$ cat src/hw/rtl/mmc_pkg.sv
package mmc_pkg;

  localparam int SW     = 16;          // sample width
  localparam int AXES   = 3;
  localparam int AX_W   = 2;
  localparam int DIFF_W = SW + 1;      // sample minus offset
  localparam int D_W    = SW - 1;      // half-span
  localparam int SUM_W  = SW + 1;      // sum of three half-spans
  localparam int DIV_W  = SW + 1;      // 3 * half-span
  localparam int PROD_W = SW + SUM_W;  // |diff| * sum
  localparam int CNT_W  = $clog2(SW);
  localparam int QDEPTH = 2;
  localparam int QPTR_W = $clog2(QDEPTH);
  localparam int EXT_N  = 4;

  localparam int AX_X = 0;
  localparam int AX_Y = 1;
  localparam int AX_Z = 2;

  localparam int EXT_XLO = 0;
  localparam int EXT_XHI = 1;
  localparam int EXT_YLO = 2;
  localparam int EXT_YHI = 3;

  localparam logic [SW-1:0] SMAX = {1'b0, {(SW-1){1'b1}}};
  localparam logic [SW-1:0] SMIN = {1'b1, {(SW-1){1'b0}}};

  typedef struct packed {
    logic [AXES-1:0][DIFF_W-1:0] diff;
    logic [AXES-1:0][D_W-1:0]    span;
    logic [SUM_W-1:0]            sum;
    logic [EXT_N-1:0][SW-1:0]    ext;
  } job_t;

  typedef struct packed {
    logic full;
    logic avail;
  } q_stat_t;

  typedef enum logic [2:0] {
    ST_IDLE,
    ST_MUL,
    ST_CHK,
    ST_DIV,
    ST_RES,
    ST_FIN
  } back_state_e;

endpackage

$ cat src/hw/rtl/mmc_front.sv
module mmc_front (
  input  logic                     clk_i,
  input  logic                     rst_ni,
  input  logic                     in_valid_i,
  output logic                     in_stall_o,
  input  logic [mmc_pkg::SW-1:0]   sample_x_i,
  input  logic [mmc_pkg::SW-1:0]   sample_y_i,
  input  logic [mmc_pkg::SW-1:0]   sample_z_i,
  input  mmc_pkg::q_stat_t         q_stat_i,
  output logic                     push_o,
  output mmc_pkg::job_t            job_o
);

  logic                                          seeded_q;
  logic                                          s1_valid_q;
  logic [mmc_pkg::AXES-1:0][mmc_pkg::SW-1:0]     smp_in;
  logic [mmc_pkg::AXES-1:0][mmc_pkg::SW-1:0]     smp_q;
  logic [mmc_pkg::AXES-1:0][mmc_pkg::SW-1:0]     lo_q, lo_d, hi_q, hi_d;
  logic                                          accept;

  logic signed [mmc_pkg::SW:0] lo_ext  [mmc_pkg::AXES];
  logic signed [mmc_pkg::SW:0] hi_ext  [mmc_pkg::AXES];
  logic signed [mmc_pkg::SW:0] smp_ext [mmc_pkg::AXES];
  logic signed [mmc_pkg::SW:0] hl_sum  [mmc_pkg::AXES];
  logic signed [mmc_pkg::SW:0] hl_rnd  [mmc_pkg::AXES];
  logic signed [mmc_pkg::SW:0] hl_dif  [mmc_pkg::AXES];
  logic signed [mmc_pkg::SW:0] off     [mmc_pkg::AXES];

  assign smp_in[mmc_pkg::AX_X] = sample_x_i;
  assign smp_in[mmc_pkg::AX_Y] = sample_y_i;
  assign smp_in[mmc_pkg::AX_Z] = sample_z_i;

  assign push_o     = s1_valid_q && !q_stat_i.full;
  assign in_stall_o = s1_valid_q && !push_o;
  assign accept     = in_valid_i && !in_stall_o;

  // first beat after reset seeds both bounds
  always_comb begin
    for (int a = 0; a < mmc_pkg::AXES; a++) begin
      if (!seeded_q) begin
        lo_d[a] = smp_in[a];
        hi_d[a] = smp_in[a];
      end else begin
        lo_d[a] = ($signed(smp_in[a]) < $signed(lo_q[a])) ? smp_in[a] : lo_q[a];
        hi_d[a] = ($signed(smp_in[a]) > $signed(hi_q[a])) ? smp_in[a] : hi_q[a];
      end
    end
  end

  always_ff @(posedge clk_i or negedge rst_ni) begin
    if (!rst_ni) begin
      seeded_q   <= 1'b0;
      s1_valid_q <= 1'b0;
      lo_q       <= '0;
      hi_q       <= '0;
    end else begin
      if (accept) begin
        seeded_q   <= 1'b1;
        s1_valid_q <= 1'b1;
        lo_q       <= lo_d;
        hi_q       <= hi_d;
      end else if (push_o) begin
        s1_valid_q <= 1'b0;
      end
    end
  end

  always_ff @(posedge clk_i) begin
    if (accept) begin
      smp_q <= smp_in;
    end
  end

  // offset and half-span, both truncated toward zero
  always_comb begin
    for (int a = 0; a < mmc_pkg::AXES; a++) begin
      lo_ext[a]  = $signed({lo_q[a][mmc_pkg::SW-1], lo_q[a]});
      hi_ext[a]  = $signed({hi_q[a][mmc_pkg::SW-1], hi_q[a]});
      smp_ext[a] = $signed({smp_q[a][mmc_pkg::SW-1], smp_q[a]});
      hl_sum[a]  = hi_ext[a] + lo_ext[a];
      hl_rnd[a]  = hl_sum[a] + $signed({{mmc_pkg::SW{1'b0}}, hl_sum[a][mmc_pkg::SW]});
      off[a]     = hl_rnd[a] >>> 1;
      hl_dif[a]  = hi_ext[a] - lo_ext[a];
      job_o.diff[a] = smp_ext[a] - off[a];
      job_o.span[a] = hl_dif[a][mmc_pkg::SW-1:1];
    end
    job_o.sum = mmc_pkg::SUM_W'(job_o.span[mmc_pkg::AX_X])
              + mmc_pkg::SUM_W'(job_o.span[mmc_pkg::AX_Y])
              + mmc_pkg::SUM_W'(job_o.span[mmc_pkg::AX_Z]);
    job_o.ext[mmc_pkg::EXT_XLO] = lo_q[mmc_pkg::AX_X];
    job_o.ext[mmc_pkg::EXT_XHI] = hi_q[mmc_pkg::AX_X];
    job_o.ext[mmc_pkg::EXT_YLO] = lo_q[mmc_pkg::AX_Y];
    job_o.ext[mmc_pkg::EXT_YHI] = hi_q[mmc_pkg::AX_Y];
  end

endmodule

$ cat src/hw/rtl/mmc_queue.sv
module mmc_queue (
  input  logic             clk_i,
  input  logic             rst_ni,
  input  logic             push_i,
  input  mmc_pkg::job_t    job_i,
  input  logic             pop_i,
  output mmc_pkg::job_t    job_o,
  output mmc_pkg::q_stat_t stat_o
);

  mmc_pkg::job_t                q_mem [mmc_pkg::QDEPTH];
  logic [mmc_pkg::QPTR_W-1:0]   wr_ptr_q, rd_ptr_q;
  logic [mmc_pkg::QPTR_W:0]     cnt_q;

  assign stat_o.full  = (cnt_q == (mmc_pkg::QPTR_W+1)'(mmc_pkg::QDEPTH));
  assign stat_o.avail = (cnt_q != '0);
  assign job_o        = q_mem[rd_ptr_q];

  always_ff @(posedge clk_i or negedge rst_ni) begin
    if (!rst_ni) begin
      wr_ptr_q <= '0;
      rd_ptr_q <= '0;
      cnt_q    <= '0;
    end else begin
      if (push_i) begin
        wr_ptr_q <= wr_ptr_q + 1'b1;
      end
      if (pop_i) begin
        rd_ptr_q <= rd_ptr_q + 1'b1;
      end
      case ({push_i, pop_i})
        2'b10:   cnt_q <= cnt_q + 1'b1;
        2'b01:   cnt_q <= cnt_q - 1'b1;
        default: cnt_q <= cnt_q;
      endcase
    end
  end

  always_ff @(posedge clk_i) begin
    if (push_i) begin
      q_mem[wr_ptr_q] <= job_i;
    end
  end

endmodule

$ cat src/hw/rtl/mmc_back.sv
module mmc_back (
  input  logic                   clk_i,
  input  logic                   rst_ni,
  input  mmc_pkg::q_stat_t       q_stat_i,
  input  mmc_pkg::job_t          job_i,
  output logic                   pop_o,
  output logic                   out_valid_o,
  input  logic                   out_stall_i,
  output logic [mmc_pkg::SW-1:0] cal_x_o,
  output logic [mmc_pkg::SW-1:0] cal_y_o,
  output logic [mmc_pkg::SW-1:0] cal_z_o,
  output logic                   span_zero_o,
  output logic                   saturated_o,
  output logic [mmc_pkg::SW-1:0] x_lowest_o,
  output logic [mmc_pkg::SW-1:0] x_highest_o,
  output logic [mmc_pkg::SW-1:0] y_lowest_o,
  output logic [mmc_pkg::SW-1:0] y_highest_o
);

  mmc_pkg::back_state_e state_q, state_d;

  mmc_pkg::job_t                              job_q;
  logic [mmc_pkg::AX_W-1:0]                   ax_q;
  logic [mmc_pkg::CNT_W-1:0]                  cnt_q;
  logic [mmc_pkg::PROD_W-1:0]                 prod_q;
  logic [mmc_pkg::DIV_W-1:0]                  div_q;
  logic [mmc_pkg::DIV_W-1:0]                  rem_q;
  logic [mmc_pkg::SW-1:0]                     quo_q;
  logic                                       neg_q, spz_q;
  logic                                       zero_acc_q, sat_acc_q;
  logic [mmc_pkg::AXES-1:0][mmc_pkg::SW-1:0]  res_q;
  logic                                       out_valid_q;

  logic                                       ld_mul, ld_chk, step, ld_res, ld_out;
  logic                                       last_ax, ovf, ax_done;
  logic [mmc_pkg::DIFF_W-1:0]                 cur_diff, diff_neg;
  logic [mmc_pkg::D_W-1:0]                    cur_span;
  logic [mmc_pkg::SW-1:0]                     mag;
  logic [mmc_pkg::PROD_W-1:0]                 mul;
  logic [mmc_pkg::DIV_W-1:0]                  div3;
  logic [mmc_pkg::DIV_W:0]                    trial_in, trial;
  logic [mmc_pkg::SW-1:0]                     ax_res, quo_neg;
  logic                                       ax_sat;

  assign cur_diff = job_q.diff[ax_q];
  assign cur_span = job_q.span[ax_q];
  assign diff_neg = -cur_diff;
  assign mag      = cur_diff[mmc_pkg::DIFF_W-1] ? diff_neg[mmc_pkg::SW-1:0]
                                                : cur_diff[mmc_pkg::SW-1:0];
  assign mul      = mag * job_q.sum;
  assign div3     = mmc_pkg::DIV_W'(cur_span) + (mmc_pkg::DIV_W'(cur_span) << 1);
  assign last_ax  = (ax_q == mmc_pkg::AX_W'(mmc_pkg::AXES - 1));
  // quotient would need more than SW bits: clipped either way
  assign ovf      = (prod_q >= {div_q, {mmc_pkg::SW{1'b0}}});
  assign trial_in = {rem_q, quo_q[mmc_pkg::SW-1]};
  assign trial    = trial_in - {1'b0, div_q};
  assign quo_neg  = -quo_q;

  // next state
  always_comb begin
    state_d = state_q;
    unique case (state_q)
      mmc_pkg::ST_IDLE: if (q_stat_i.avail) state_d = mmc_pkg::ST_MUL;
      mmc_pkg::ST_MUL:  state_d = mmc_pkg::ST_CHK;
      mmc_pkg::ST_CHK: begin
        if (spz_q || ovf) begin
          state_d = last_ax ? mmc_pkg::ST_FIN : mmc_pkg::ST_MUL;
        end else begin
          state_d = mmc_pkg::ST_DIV;
        end
      end
      mmc_pkg::ST_DIV: begin
        if (cnt_q == mmc_pkg::CNT_W'(mmc_pkg::SW - 1)) state_d = mmc_pkg::ST_RES;
      end
      mmc_pkg::ST_RES: state_d = last_ax ? mmc_pkg::ST_FIN : mmc_pkg::ST_MUL;
      mmc_pkg::ST_FIN: if (!out_valid_q || !out_stall_i) state_d = mmc_pkg::ST_IDLE;
      default: state_d = mmc_pkg::ST_IDLE;
    endcase
  end

  // control outputs
  always_comb begin
    pop_o   = 1'b0;
    ld_mul  = 1'b0;
    ld_chk  = 1'b0;
    step    = 1'b0;
    ld_res  = 1'b0;
    ld_out  = 1'b0;
    ax_done = 1'b0;
    unique case (state_q)
      mmc_pkg::ST_IDLE: pop_o = q_stat_i.avail;
      mmc_pkg::ST_MUL:  ld_mul = 1'b1;
      mmc_pkg::ST_CHK: begin
        ld_chk  = 1'b1;
        ax_done = spz_q || ovf;
      end
      mmc_pkg::ST_DIV:  step = 1'b1;
      mmc_pkg::ST_RES: begin
        ld_res  = 1'b1;
        ax_done = 1'b1;
      end
      mmc_pkg::ST_FIN:  ld_out = !out_valid_q || !out_stall_i;
      default: ;
    endcase
  end

  // per-axis result and clip
  always_comb begin
    ax_res = '0;
    ax_sat = 1'b0;
    if (spz_q) begin
      if ($signed(cur_diff) > $signed({1'b0, mmc_pkg::SMAX})) begin
        ax_res = mmc_pkg::SMAX;
        ax_sat = 1'b1;
      end else if ($signed(cur_diff) < $signed({1'b1, mmc_pkg::SMIN})) begin
        ax_res = mmc_pkg::SMIN;
        ax_sat = 1'b1;
      end else begin
        ax_res = cur_diff[mmc_pkg::SW-1:0];
      end
    end else if (!ld_res) begin
      ax_res = neg_q ? mmc_pkg::SMIN : mmc_pkg::SMAX;
      ax_sat = 1'b1;
    end else if (neg_q) begin
      if (quo_q[mmc_pkg::SW-1] && |quo_q[mmc_pkg::SW-2:0]) begin
        ax_res = mmc_pkg::SMIN;
        ax_sat = 1'b1;
      end else begin
        ax_res = quo_neg;
      end
    end else begin
      if (quo_q[mmc_pkg::SW-1]) begin
        ax_res = mmc_pkg::SMAX;
        ax_sat = 1'b1;
      end else begin
        ax_res = quo_q;
      end
    end
  end

  always_ff @(posedge clk_i or negedge rst_ni) begin
    if (!rst_ni) begin
      state_q     <= mmc_pkg::ST_IDLE;
      out_valid_q <= 1'b0;
    end else begin
      state_q <= state_d;
      if (ld_out) begin
        out_valid_q <= 1'b1;
      end else if (!out_stall_i) begin
        out_valid_q <= 1'b0;
      end
    end
  end

  always_ff @(posedge clk_i) begin
    if (pop_o) begin
      job_q      <= job_i;
      ax_q       <= '0;
      zero_acc_q <= 1'b0;
      sat_acc_q  <= 1'b0;
    end
    if (ld_mul) begin
      prod_q <= mul;
      div_q  <= div3;
      neg_q  <= cur_diff[mmc_pkg::DIFF_W-1];
      spz_q  <= (cur_span == '0);
    end
    if (ld_chk) begin
      // unless ovf, prod < div << SW, so the upper part is already below the divisor
      rem_q <= prod_q[mmc_pkg::PROD_W-1:mmc_pkg::SW];
      quo_q <= prod_q[mmc_pkg::SW-1:0];
      cnt_q <= '0;
    end
    if (step) begin
      cnt_q <= cnt_q + 1'b1;
      if (!trial[mmc_pkg::DIV_W]) begin
        rem_q <= trial[mmc_pkg::DIV_W-1:0];
        quo_q <= {quo_q[mmc_pkg::SW-2:0], 1'b1};
      end else begin
        rem_q <= trial_in[mmc_pkg::DIV_W-1:0];
        quo_q <= {quo_q[mmc_pkg::SW-2:0], 1'b0};
      end
    end
    if (ax_done) begin
      res_q[ax_q] <= ax_res;
      sat_acc_q   <= sat_acc_q | ax_sat;
      zero_acc_q  <= zero_acc_q | spz_q;
      if (!last_ax) begin
        ax_q <= ax_q + 1'b1;
      end
    end
    if (ld_out) begin
      cal_x_o     <= res_q[mmc_pkg::AX_X];
      cal_y_o     <= res_q[mmc_pkg::AX_Y];
      cal_z_o     <= res_q[mmc_pkg::AX_Z];
      span_zero_o <= zero_acc_q;
      saturated_o <= sat_acc_q;
      x_lowest_o  <= job_q.ext[mmc_pkg::EXT_XLO];
      x_highest_o <= job_q.ext[mmc_pkg::EXT_XHI];
      y_lowest_o  <= job_q.ext[mmc_pkg::EXT_YLO];
      y_highest_o <= job_q.ext[mmc_pkg::EXT_YHI];
    end
  end

  assign out_valid_o = out_valid_q;

endmodule

$ cat src/hw/rtl/magnetometer_minmax_calibrator_top.sv
// Each accepted beat is registered in the front stage and queued; the back end pops
//   it and per axis runs multiply, check, divide and result steps; an axis with zero
//   half-span or an overflowing quotient skips the divide. A single shared restoring
//   divider (one quotient bit per cycle, 16 per axis, three axes) serves one job at a time.
// Reset: async active low; clears the seed flag, bounds, queue and valid flags.
module magnetometer_minmax_calibrator_top (
  input  logic                          clk_i,
  input  logic                          rst_ni,
  input  logic                          in_valid_i,
  output logic                          in_stall_o,
  input  logic signed [mmc_pkg::SW-1:0] sample_x_i,
  input  logic signed [mmc_pkg::SW-1:0] sample_y_i,
  input  logic signed [mmc_pkg::SW-1:0] sample_z_i,
  output logic                          out_valid_o,
  input  logic                          out_stall_i,
  output logic signed [mmc_pkg::SW-1:0] cal_x_o,
  output logic signed [mmc_pkg::SW-1:0] cal_y_o,
  output logic signed [mmc_pkg::SW-1:0] cal_z_o,
  output logic                          span_zero_o,
  output logic                          saturated_o,
  output logic signed [mmc_pkg::SW-1:0] x_lowest_o,
  output logic signed [mmc_pkg::SW-1:0] x_highest_o,
  output logic signed [mmc_pkg::SW-1:0] y_lowest_o,
  output logic signed [mmc_pkg::SW-1:0] y_highest_o
);

  mmc_pkg::job_t    front_job, back_job;
  mmc_pkg::q_stat_t q_stat;
  logic             push, pop;

  mmc_front u_front (
    .clk_i      (clk_i),
    .rst_ni     (rst_ni),
    .in_valid_i (in_valid_i),
    .in_stall_o (in_stall_o),
    .sample_x_i (sample_x_i),
    .sample_y_i (sample_y_i),
    .sample_z_i (sample_z_i),
    .q_stat_i   (q_stat),
    .push_o     (push),
    .job_o      (front_job)
  );

  mmc_queue u_queue (
    .clk_i  (clk_i),
    .rst_ni (rst_ni),
    .push_i (push),
    .job_i  (front_job),
    .pop_i  (pop),
    .job_o  (back_job),
    .stat_o (q_stat)
  );

  mmc_back u_back (
    .clk_i       (clk_i),
    .rst_ni      (rst_ni),
    .q_stat_i    (q_stat),
    .job_i       (back_job),
    .pop_o       (pop),
    .out_valid_o (out_valid_o),
    .out_stall_i (out_stall_i),
    .cal_x_o     (cal_x_o),
    .cal_y_o     (cal_y_o),
    .cal_z_o     (cal_z_o),
    .span_zero_o (span_zero_o),
    .saturated_o (saturated_o),
    .x_lowest_o  (x_lowest_o),
    .x_highest_o (x_highest_o),
    .y_lowest_o  (y_lowest_o),
    .y_highest_o (y_highest_o)
  );

endmodule

$ cat config.mk
export PLATFORM = sky130hd
export DESIGN_NAME = magnetometer_minmax_calibrator_top
export DESIGN_NICKNAME = d
export VERILOG_FILES = /design/src/hw/rtl/mmc_pkg.sv /design/src/hw/rtl/mmc_front.sv /design/src/hw/rtl/mmc_queue.sv /design/src/hw/rtl/mmc_back.sv /design/src/hw/rtl/magnetometer_minmax_calibrator_top.sv
export SDC_FILE = /design/constraint.sdc
export NUM_CORES = 2
export LEC_CHECK = 0
export ABC_AREA = 1
export BUFFER_PORTS_ARGS = -buffer_cell sky130_fd_sc_hd__buf_2
export CORE_ASPECT_RATIO = 2
export CORE_MARGIN = 5
export CORE_UTILIZATION = 41
export CTS_CLUSTER_SIZE = 12
export DETAILED_ROUTE_END_ITERATION = 12
export PLACE_DENSITY = 0.65
export SYNTH_ARGS = -nofsm -noshare
export SYNTH_HDL_FRONTEND = slang
export SYNTH_SLANG_ARGS = --single-unit
$ cat constraint.sdc
create_clock -name clk_i -period 34.7 [get_ports clk_i]
set_input_delay 6.94 -clock clk_i [delete_from_list [all_inputs] [get_ports clk_i]]
set_output_delay 6.94 -clock clk_i [all_outputs]
set_load 0.01 [all_outputs]
# [Yosys cells after proc, flatten, opt, wreduce, memory -nomap -nowiden]
# Memories as Yosys holds them, arrays and structs flattened. A register that Yosys moved wholly into a read port is not among the register bits.
# Cells that the tools add are included.
[classes] bitwise_logic=2 eq_ne=20 mux=69 reduce_logical=27 addsub=24 n_lt_le_gt_ge=11 div=0 shifts=0 n_mul=1
[ops] op="16-bit two-way mux" n=23
[ops] op="17-bit two-way mux" n=4
[ops] op="16-bit by 16-bit adder with 17-bit output" n=3
[ops] op="17-bit by 2-bit adder with 17-bit output" n=3
[ops] op="16-bit by 16-bit subtractor with 17-bit output" n=3
[ops] op="48-bit bitwise mux" n=1
[ops] op="16-bit greater-than comparator" n=3
[ops] op="16-bit < comparator" n=3
[ops] op="16-bit subtractor" n=3
[ops] op="17-bit binary-select mux with 2-bit select" n=1
[ops] op="33-bit greater-or-equal comparator" n=1
[ops] op="16-bit by 17-bit multiplier with 33-bit output" n=1
[ops] op="16-bit demux with 2-bit select" n=1
[ops] op="16-bit negator" n=2
[ops] op="15-bit binary-select mux with 2-bit select" n=1
[ops] op="15-bit two-way mux" n=2
[ops] op="1-bit two-way mux" n=23
[ops] op="3-bit one-hot mux with 6 select lines" n=1
[ops] op="18-bit by 17-bit subtractor with 18-bit output" n=1
[ops] op="15-bit by 16-bit adder with 17-bit output" n=1
[ops] op="17-bit by 15-bit adder with 17-bit output" n=1
[ops] op="17-bit by 16-bit greater-than comparator with 1-bit output (second input constant)" n=1
[ops] op="17-bit by 16-bit < comparator with 1-bit output (second input constant)" n=1
[ops] op="15-bit by 15-bit adder with 16-bit output" n=1
[ops] op="29 further kinds" n=69
[totals] mem_count=1 wordCells=193 register_bits=409 latchBits=0 inputBits=52 output_inout_bits=116 mem_bits_ro=0 ramBits=354
[mem_list] name="u_queue.q_mem" words=2 word_bits=177 rd=1 rd_ports_with_merged_regs=1 write_ports=1 line="mmc_queue.sv:11" text="mmc_pkg::job_t q_mem [mmc_pkg::QDEPTH];"

# [Depth between registers and ports, before layout]
[logic_depth] depth_word=8 depth_mapped=39 ltp_nobuf=36

# [By module]
# From an unflattened synthesis, not the netlist that was laid out.
[hier_totals] cells_unflattened=6104 area_unflattened_um2=58691.3
[by_module_without_submodules] mod="mmc_back" instances=1 cells_per_inst=2543 seq_area_each_um2=13052.5 area_per_inst_um2=27321.2
[by_module_without_submodules] mod="mmc_front" instances=1 cells_per_inst=2613 seq_area_each_um2=3893.7 area_per_inst_um2=18127.4
[by_module_without_submodules] mod="mmc_queue" instances=1 cells_per_inst=948 seq_area_each_um2=10730.3 area_per_inst_um2=13242.7

# [Worst setup path before layout]
# No wires, ideal clock.
[synth_timing] path_type="input -> register" from="in out_stall_i" to="reg u_back.cal_x_o[0] in the netlist's numbering, enable pin" path_buffers=0 required_time_ns=34.075 setup_ns=0.625 arrival_time_ns=12.455 stages=1 path_slack_ns=21.620 path_cell_list="a21oi_1"
[synth_via] elab_chain_cells=3
[synth_rtl] element="from (decl)" line="magnetometer_minmax_calibrator_top.sv:15" text="input logic out_stall_i,"
[synth_rtl] element="1-bit logical NOT" line="mmc_back.sv:102" text="mmc_pkg::ST_FIN: ld_out = !out_valid_q || !out_stall_i;"
[synth_rtl] element="1-bit logical OR" line="mmc_back.sv:102"
[synth_rtl] element="1-bit two-way mux" line="mmc_back.sv:90" text="unique case (state_q)"
[synth_rtl] element="to (signal assigned)" line="mmc_back.sv:193" text="cal_x_o <= res_q[mmc_pkg::AX_X];"
[synth_rtl] element="to (decl)" line="mmc_back.sv:9" text="output logic [mmc_pkg::SW-1:0] cal_x_o,"
# Every way passes these cells.
# A chain may end at the register's enable or synchronous reset.

# [Worst setup path after layout]
[layout_timing] from="reg u_back.ax_q[1] in the netlist's numbering" to="reg u_back.prod_q[28] in the netlist's numbering, data pin"
[layout_via] elab_chain_cells=5
[layout_rtl] element="from (decl)" line="mmc_back.sv:23" text="logic [mmc_pkg::AX_W-1:0] ax_q;"
[layout_rtl] element="from (signal assigned)" line="mmc_back.sv:189" text="ax_q <= ax_q + 1'b1;"
[layout_rtl] element="17-bit binary-select mux with 2-bit select *" line="mmc_back.sv:45" text="assign cur_diff = job_q.diff[ax_q];"
[layout_rtl] element="17-bit two-way mux (not written as such) *" line="mmc_back.sv:45"
[layout_rtl] element="16-bit negator" line="mmc_back.sv:47" text="assign diff_neg = -cur_diff;"
[layout_rtl] element="16-bit two-way mux *" line="mmc_back.sv:48" text="assign mag = cur_diff[mmc_pkg::DIFF_W-1] ? diff_neg[mmc_pkg::SW-1:0]"
[layout_rtl] element="16-bit by 17-bit multiplier with 33-bit output *" line="mmc_back.sv:50" text="assign mul = mag * job_q.sum;"
[layout_rtl] element="named net u_back.mul, one bit" line="mmc_back.sv:39" text="logic [mmc_pkg::PROD_W-1:0] mul;"
[layout_rtl] element="to (signal assigned)" line="mmc_back.sv:163" text="prod_q <= mul;"
[layout_rtl] element="to (decl)" line="mmc_back.sv:25" text="logic [mmc_pkg::PROD_W-1:0] prod_q;"
# The timed path passes the listed nets; every way through them passes the cells marked *. The select of a mux whose other input is x is not followed.

==> metrics <==
status=finished clean; crit share post-route=26.6%; final non-filler cell total=8059; DP HPWL=128000 um; critical register-to-register path startpoint=u_back.ax_q[1]; synth warn=0; CP startpoint=u_back.ax_q[1]; Buffers & Inverters on Critical Path=6; # resized after CTS=0; worst path arrival time=9.68 ns; Hold WC Path Type=flip-flop to flip-flop; Worst Skew=0.0455 ns; Reg-to-Reg End=u_back.prod_q[28]; Fmax=108 MHz; Clk Latency, worst-skew pair=0.70 ns; core area=0.140 mm2; H-tree depth=3; routed wire length=163000 um; Crit-path slowest cell=nor4_1; die area=0.148 mm2; Reg2Reg Depth=30; slowest stage delay, CP=0.97 ns; # placed instances=7900; CTS tree=built; GPL Wtd Cong=0.994; Clock Path Buffers=3; Worst Min Path Start=u_back.res_q[37]; layout cells sized above 1=6.81%; syn_nets=6689; Initial Util=41.2%; post-CTS setup buffer count=0; cells after synthesis=5982; Synth Register Bits=940; Final TNS setup=0 ns; DP Worst Slack=24.93 ns; Yosys cell types=62; top_reg_cell synth=edfxtp_1; clk root buf=clkbuf_16; Syn Std Cell Area=0.0575 mm2; sequential element share of the synthesized area=48.2%; Top Usage Layer GRT=met2; Clock Pin Slew Worst Setup and Hold Paths=0.06 ns; Critical Path End Type=flip-flop; vias=41400; Critical Path Fanout Max=32; drt via density=5.14; antenna violations before repair=3; die width=275 um; clock period minus worst slack=9.23 ns; global-route wire length before repair=247000 um; Die Height=539 um; Hold Fails Final Rpt=0; number of detailed-route iterations in the first pass=6; Nets=6840; setup ws final=25.47 ns; GRT Overall Usage=21.8%; RSZ-0062 raised after global routing=no; PortBufs=167; Ports=168; WP data required=35.15 ns; Reg2Reg Setup Slack=25.47 ns; Max-cap violations=0; area delta synth->final=9.71%; DRT antenna net count=0; met1 usage=21.2%; CTS Hold Bufs=0; WHS Path Cells=0; syn_area_per_cell=9.61 um2; Setup Crit Path Kind=flip-flop to flip-flop; routing usage on met2=40.9%; startpoint types=flip-flop; most frequent CP cell=fa_1; final number of setup-violating endpoints=0; largest net degree at the start of global routing=125; EDFF count, synth=832; Hold Path End=u_back.cal_z_o[5]; drt first-iter violations=2288; vias in the first global route=42500; CTS buffer count=93; Slew HR=18.5%; clock sinks=940; Top delay family on crit path=simple AND/OR/NAND/NOR gates; Overflow after GRT=0; GRT met3 Usage=2.36%; # DRC=0; Slew @ Worst Pin=1.22 ns; fin. max-slew vios=0; WL/cell=20.2 um; Core Rows=194; Async S/R FF share, synth=11.3%
==> sequential cells by signal (all words and copies together) (netlist names), 17 cells and up <==
signal and cells:
u_queue.q_mem 354, u_back.job_q 177, u_front.job_o 64, u_back.res_q 48, u_front.smp_ext 48, u_back.prod_q 33, u_back.div_q 17, u_back.rem_q 17
==> worst max path at each step <==
stage | end | cells past startpoint
2_1_floorplan | u_back.cal_x_o[0] | 1
3_3_place_gp | u_front.job_o[0] | 11
3_5_place_dp | u_front.job_o[0] | 11
4_1_cts | u_back.prod_q[28] | 30
5_1_grt | u_back.prod_q[28] | 32
6_report | u_back.prod_q[28] | 30
==> synth_stat cells, types with 4 or more instances <==
| master | count | area [um2] |
|---|---|---|
| a211oi_1 | 6 | 45.0 |
| a21boi_0 | 11 | 82.6 |
| a21o_1 | 19 | 143 |
| a21oi_1 | 277 | 1390 |
| a221oi_1 | 5 | 43.8 |
| a22oi_1 | 13 | 97.6 |
| a31oi_1 | 21 | 131 |
| and2_1 | 15 | 93.8 |
| buf_1 | 10 | 37.5 |
| buf_2 | 29 | 145 |
| buf_4 | 9 | 67.6 |
| buf_6 | 14 | 158 |
| clkbuf_1 | 81 | 304 |
| clkinv_1 | 7 | 26.3 |
| dfrtp_1 | 106 | 2650 |
| edfxtp_1 | 832 | 25000 |
| fa_1 | 221 | 4420 |
| ha_1 | 434 | 5430 |
| inv_1 | 775 | 2910 |
| inv_2 | 14 | 52.6 |
| nand2_1 | 1743 | 6540 |
| nand2_2 | 24 | 150 |
| nand3_1 | 322 | 1610 |
| nand3_2 | 22 | 220 |
| nand3b_1 | 9 | 67.6 |
| nand4_1 | 63 | 394 |
| nor2_1 | 349 | 1310 |
| nor2_2 | 21 | 131 |
| nor3_1 | 51 | 255 |
| nor4_1 | 15 | 93.8 |
| o2111ai_1 | 8 | 70.1 |
| o211ai_1 | 8 | 60.1 |
| o21a_1 | 8 | 60.1 |
| o21ai_0 | 152 | 761 |
| o21bai_1 | 26 | 195 |
| o22ai_1 | 4 | 25.0 |
| o31ai_1 | 15 | 113 |
| xnor2_1 | 51 | 447 |
| xor2_1 | 151 | 1320 |
==> metrics by stage <==
stage / utilization (%) / instance area [um2] / hold slack (ns)
floorplan: - / 57500 / 0.400
global placement: 43.2 / 60200 / 0.402
detailed placement: 43.2 / 60200 / 0.405
CTS: 45.2 / 63000 / 0.405
global route: 45.2 / 63000 / 0.418
finish: 45.2 / 63000 / 0.403
==> cell families (layout without fill, tap and decap cells) <==
| logic type | Yosys count | in the layout | synth area share [%] |
|---|---|---|---|
| buf+inv | 943 | 1156 | 6.48 |
| compound gates | 586 | 586 | 5.78 |
| fa+ha+maj | 655 | 655 | 17.1 |
| other cells | 0 | 2 | 0 |
| simple gates | 2655 | 2655 | 19.3 |
| flops | 940 | 940 | 48.2 |
| xor+xnor | 203 | 203 | 3.11 |
==> final cells by class <==
cell class | instances | area, um2
clock inverters | 19 | 292
multi-input cells | 4099 | 26100
clock buffers | 138 | 2520
repair buffers | 200 | 1100
well taps | 1862 | 2330
fillers | 13200 | 76500
diodes | 2 | 5.00
inverters | 799 | 3010
flip-flops and latches | 940 | 27700
==> worst register-to-register path, delay by kind of cell (launching register included) <==
| kind | cells | cell delay [ns] |
|---|---|---|
| and+or+nand+nor | 15 | 4.26 |
| adders and majority gates | 7 | 3.42 |
| buffers and inverters | 6 | 0.78 |
| DFF | 1 | 0.30 |
| xor gates and xnor gates | 1 | 0.13 |
| AOI/OAI and AO/OA | 1 | 0.11 |
==> placed cells by master, fill, tap and decap left out, drive strengths merged, types with 3 or more instances in the layout <==
master	synthesis	routed
nand3b	10	10
nor2	372	372
a22oi	14	14
nor4	15	15
nor3b	3	3
clkbuf	82	138
fa	221	221
dfrtp	106	106
nand2	1771	1771
a21oi	278	278
buf	62	200
o21bai	26	26
o211ai	8	8
o31ai	15	15
or2	4	4
a21o	19	19
a211oi	6	6
a221oi	5	5
edfxtp	832	832
nand3	346	346
a31oi	21	21
o2111ai	8	8
bufinv	0	3
xnor2	52	52
nor3	54	54
o21a	8	8
a21boi	11	11
xor2	151	151
and2	15	15
o21ai	158	158
clkinv	7	14
inv	792	800
o22ai	4	4
nand4	63	63
ha	434	434
==> per-layer routing <==
layer / part of all wire [%] / routed length (um)
met1: 33 / 53800
met2: 53 / 86700
met3: 3.6 / 5830
met4: 10 / 16300
met5: 0 / 0
Power is left out: the tool's default activity adds up to more than one toggle a clock period on the data nets, which glitch-free logic cannot reach.
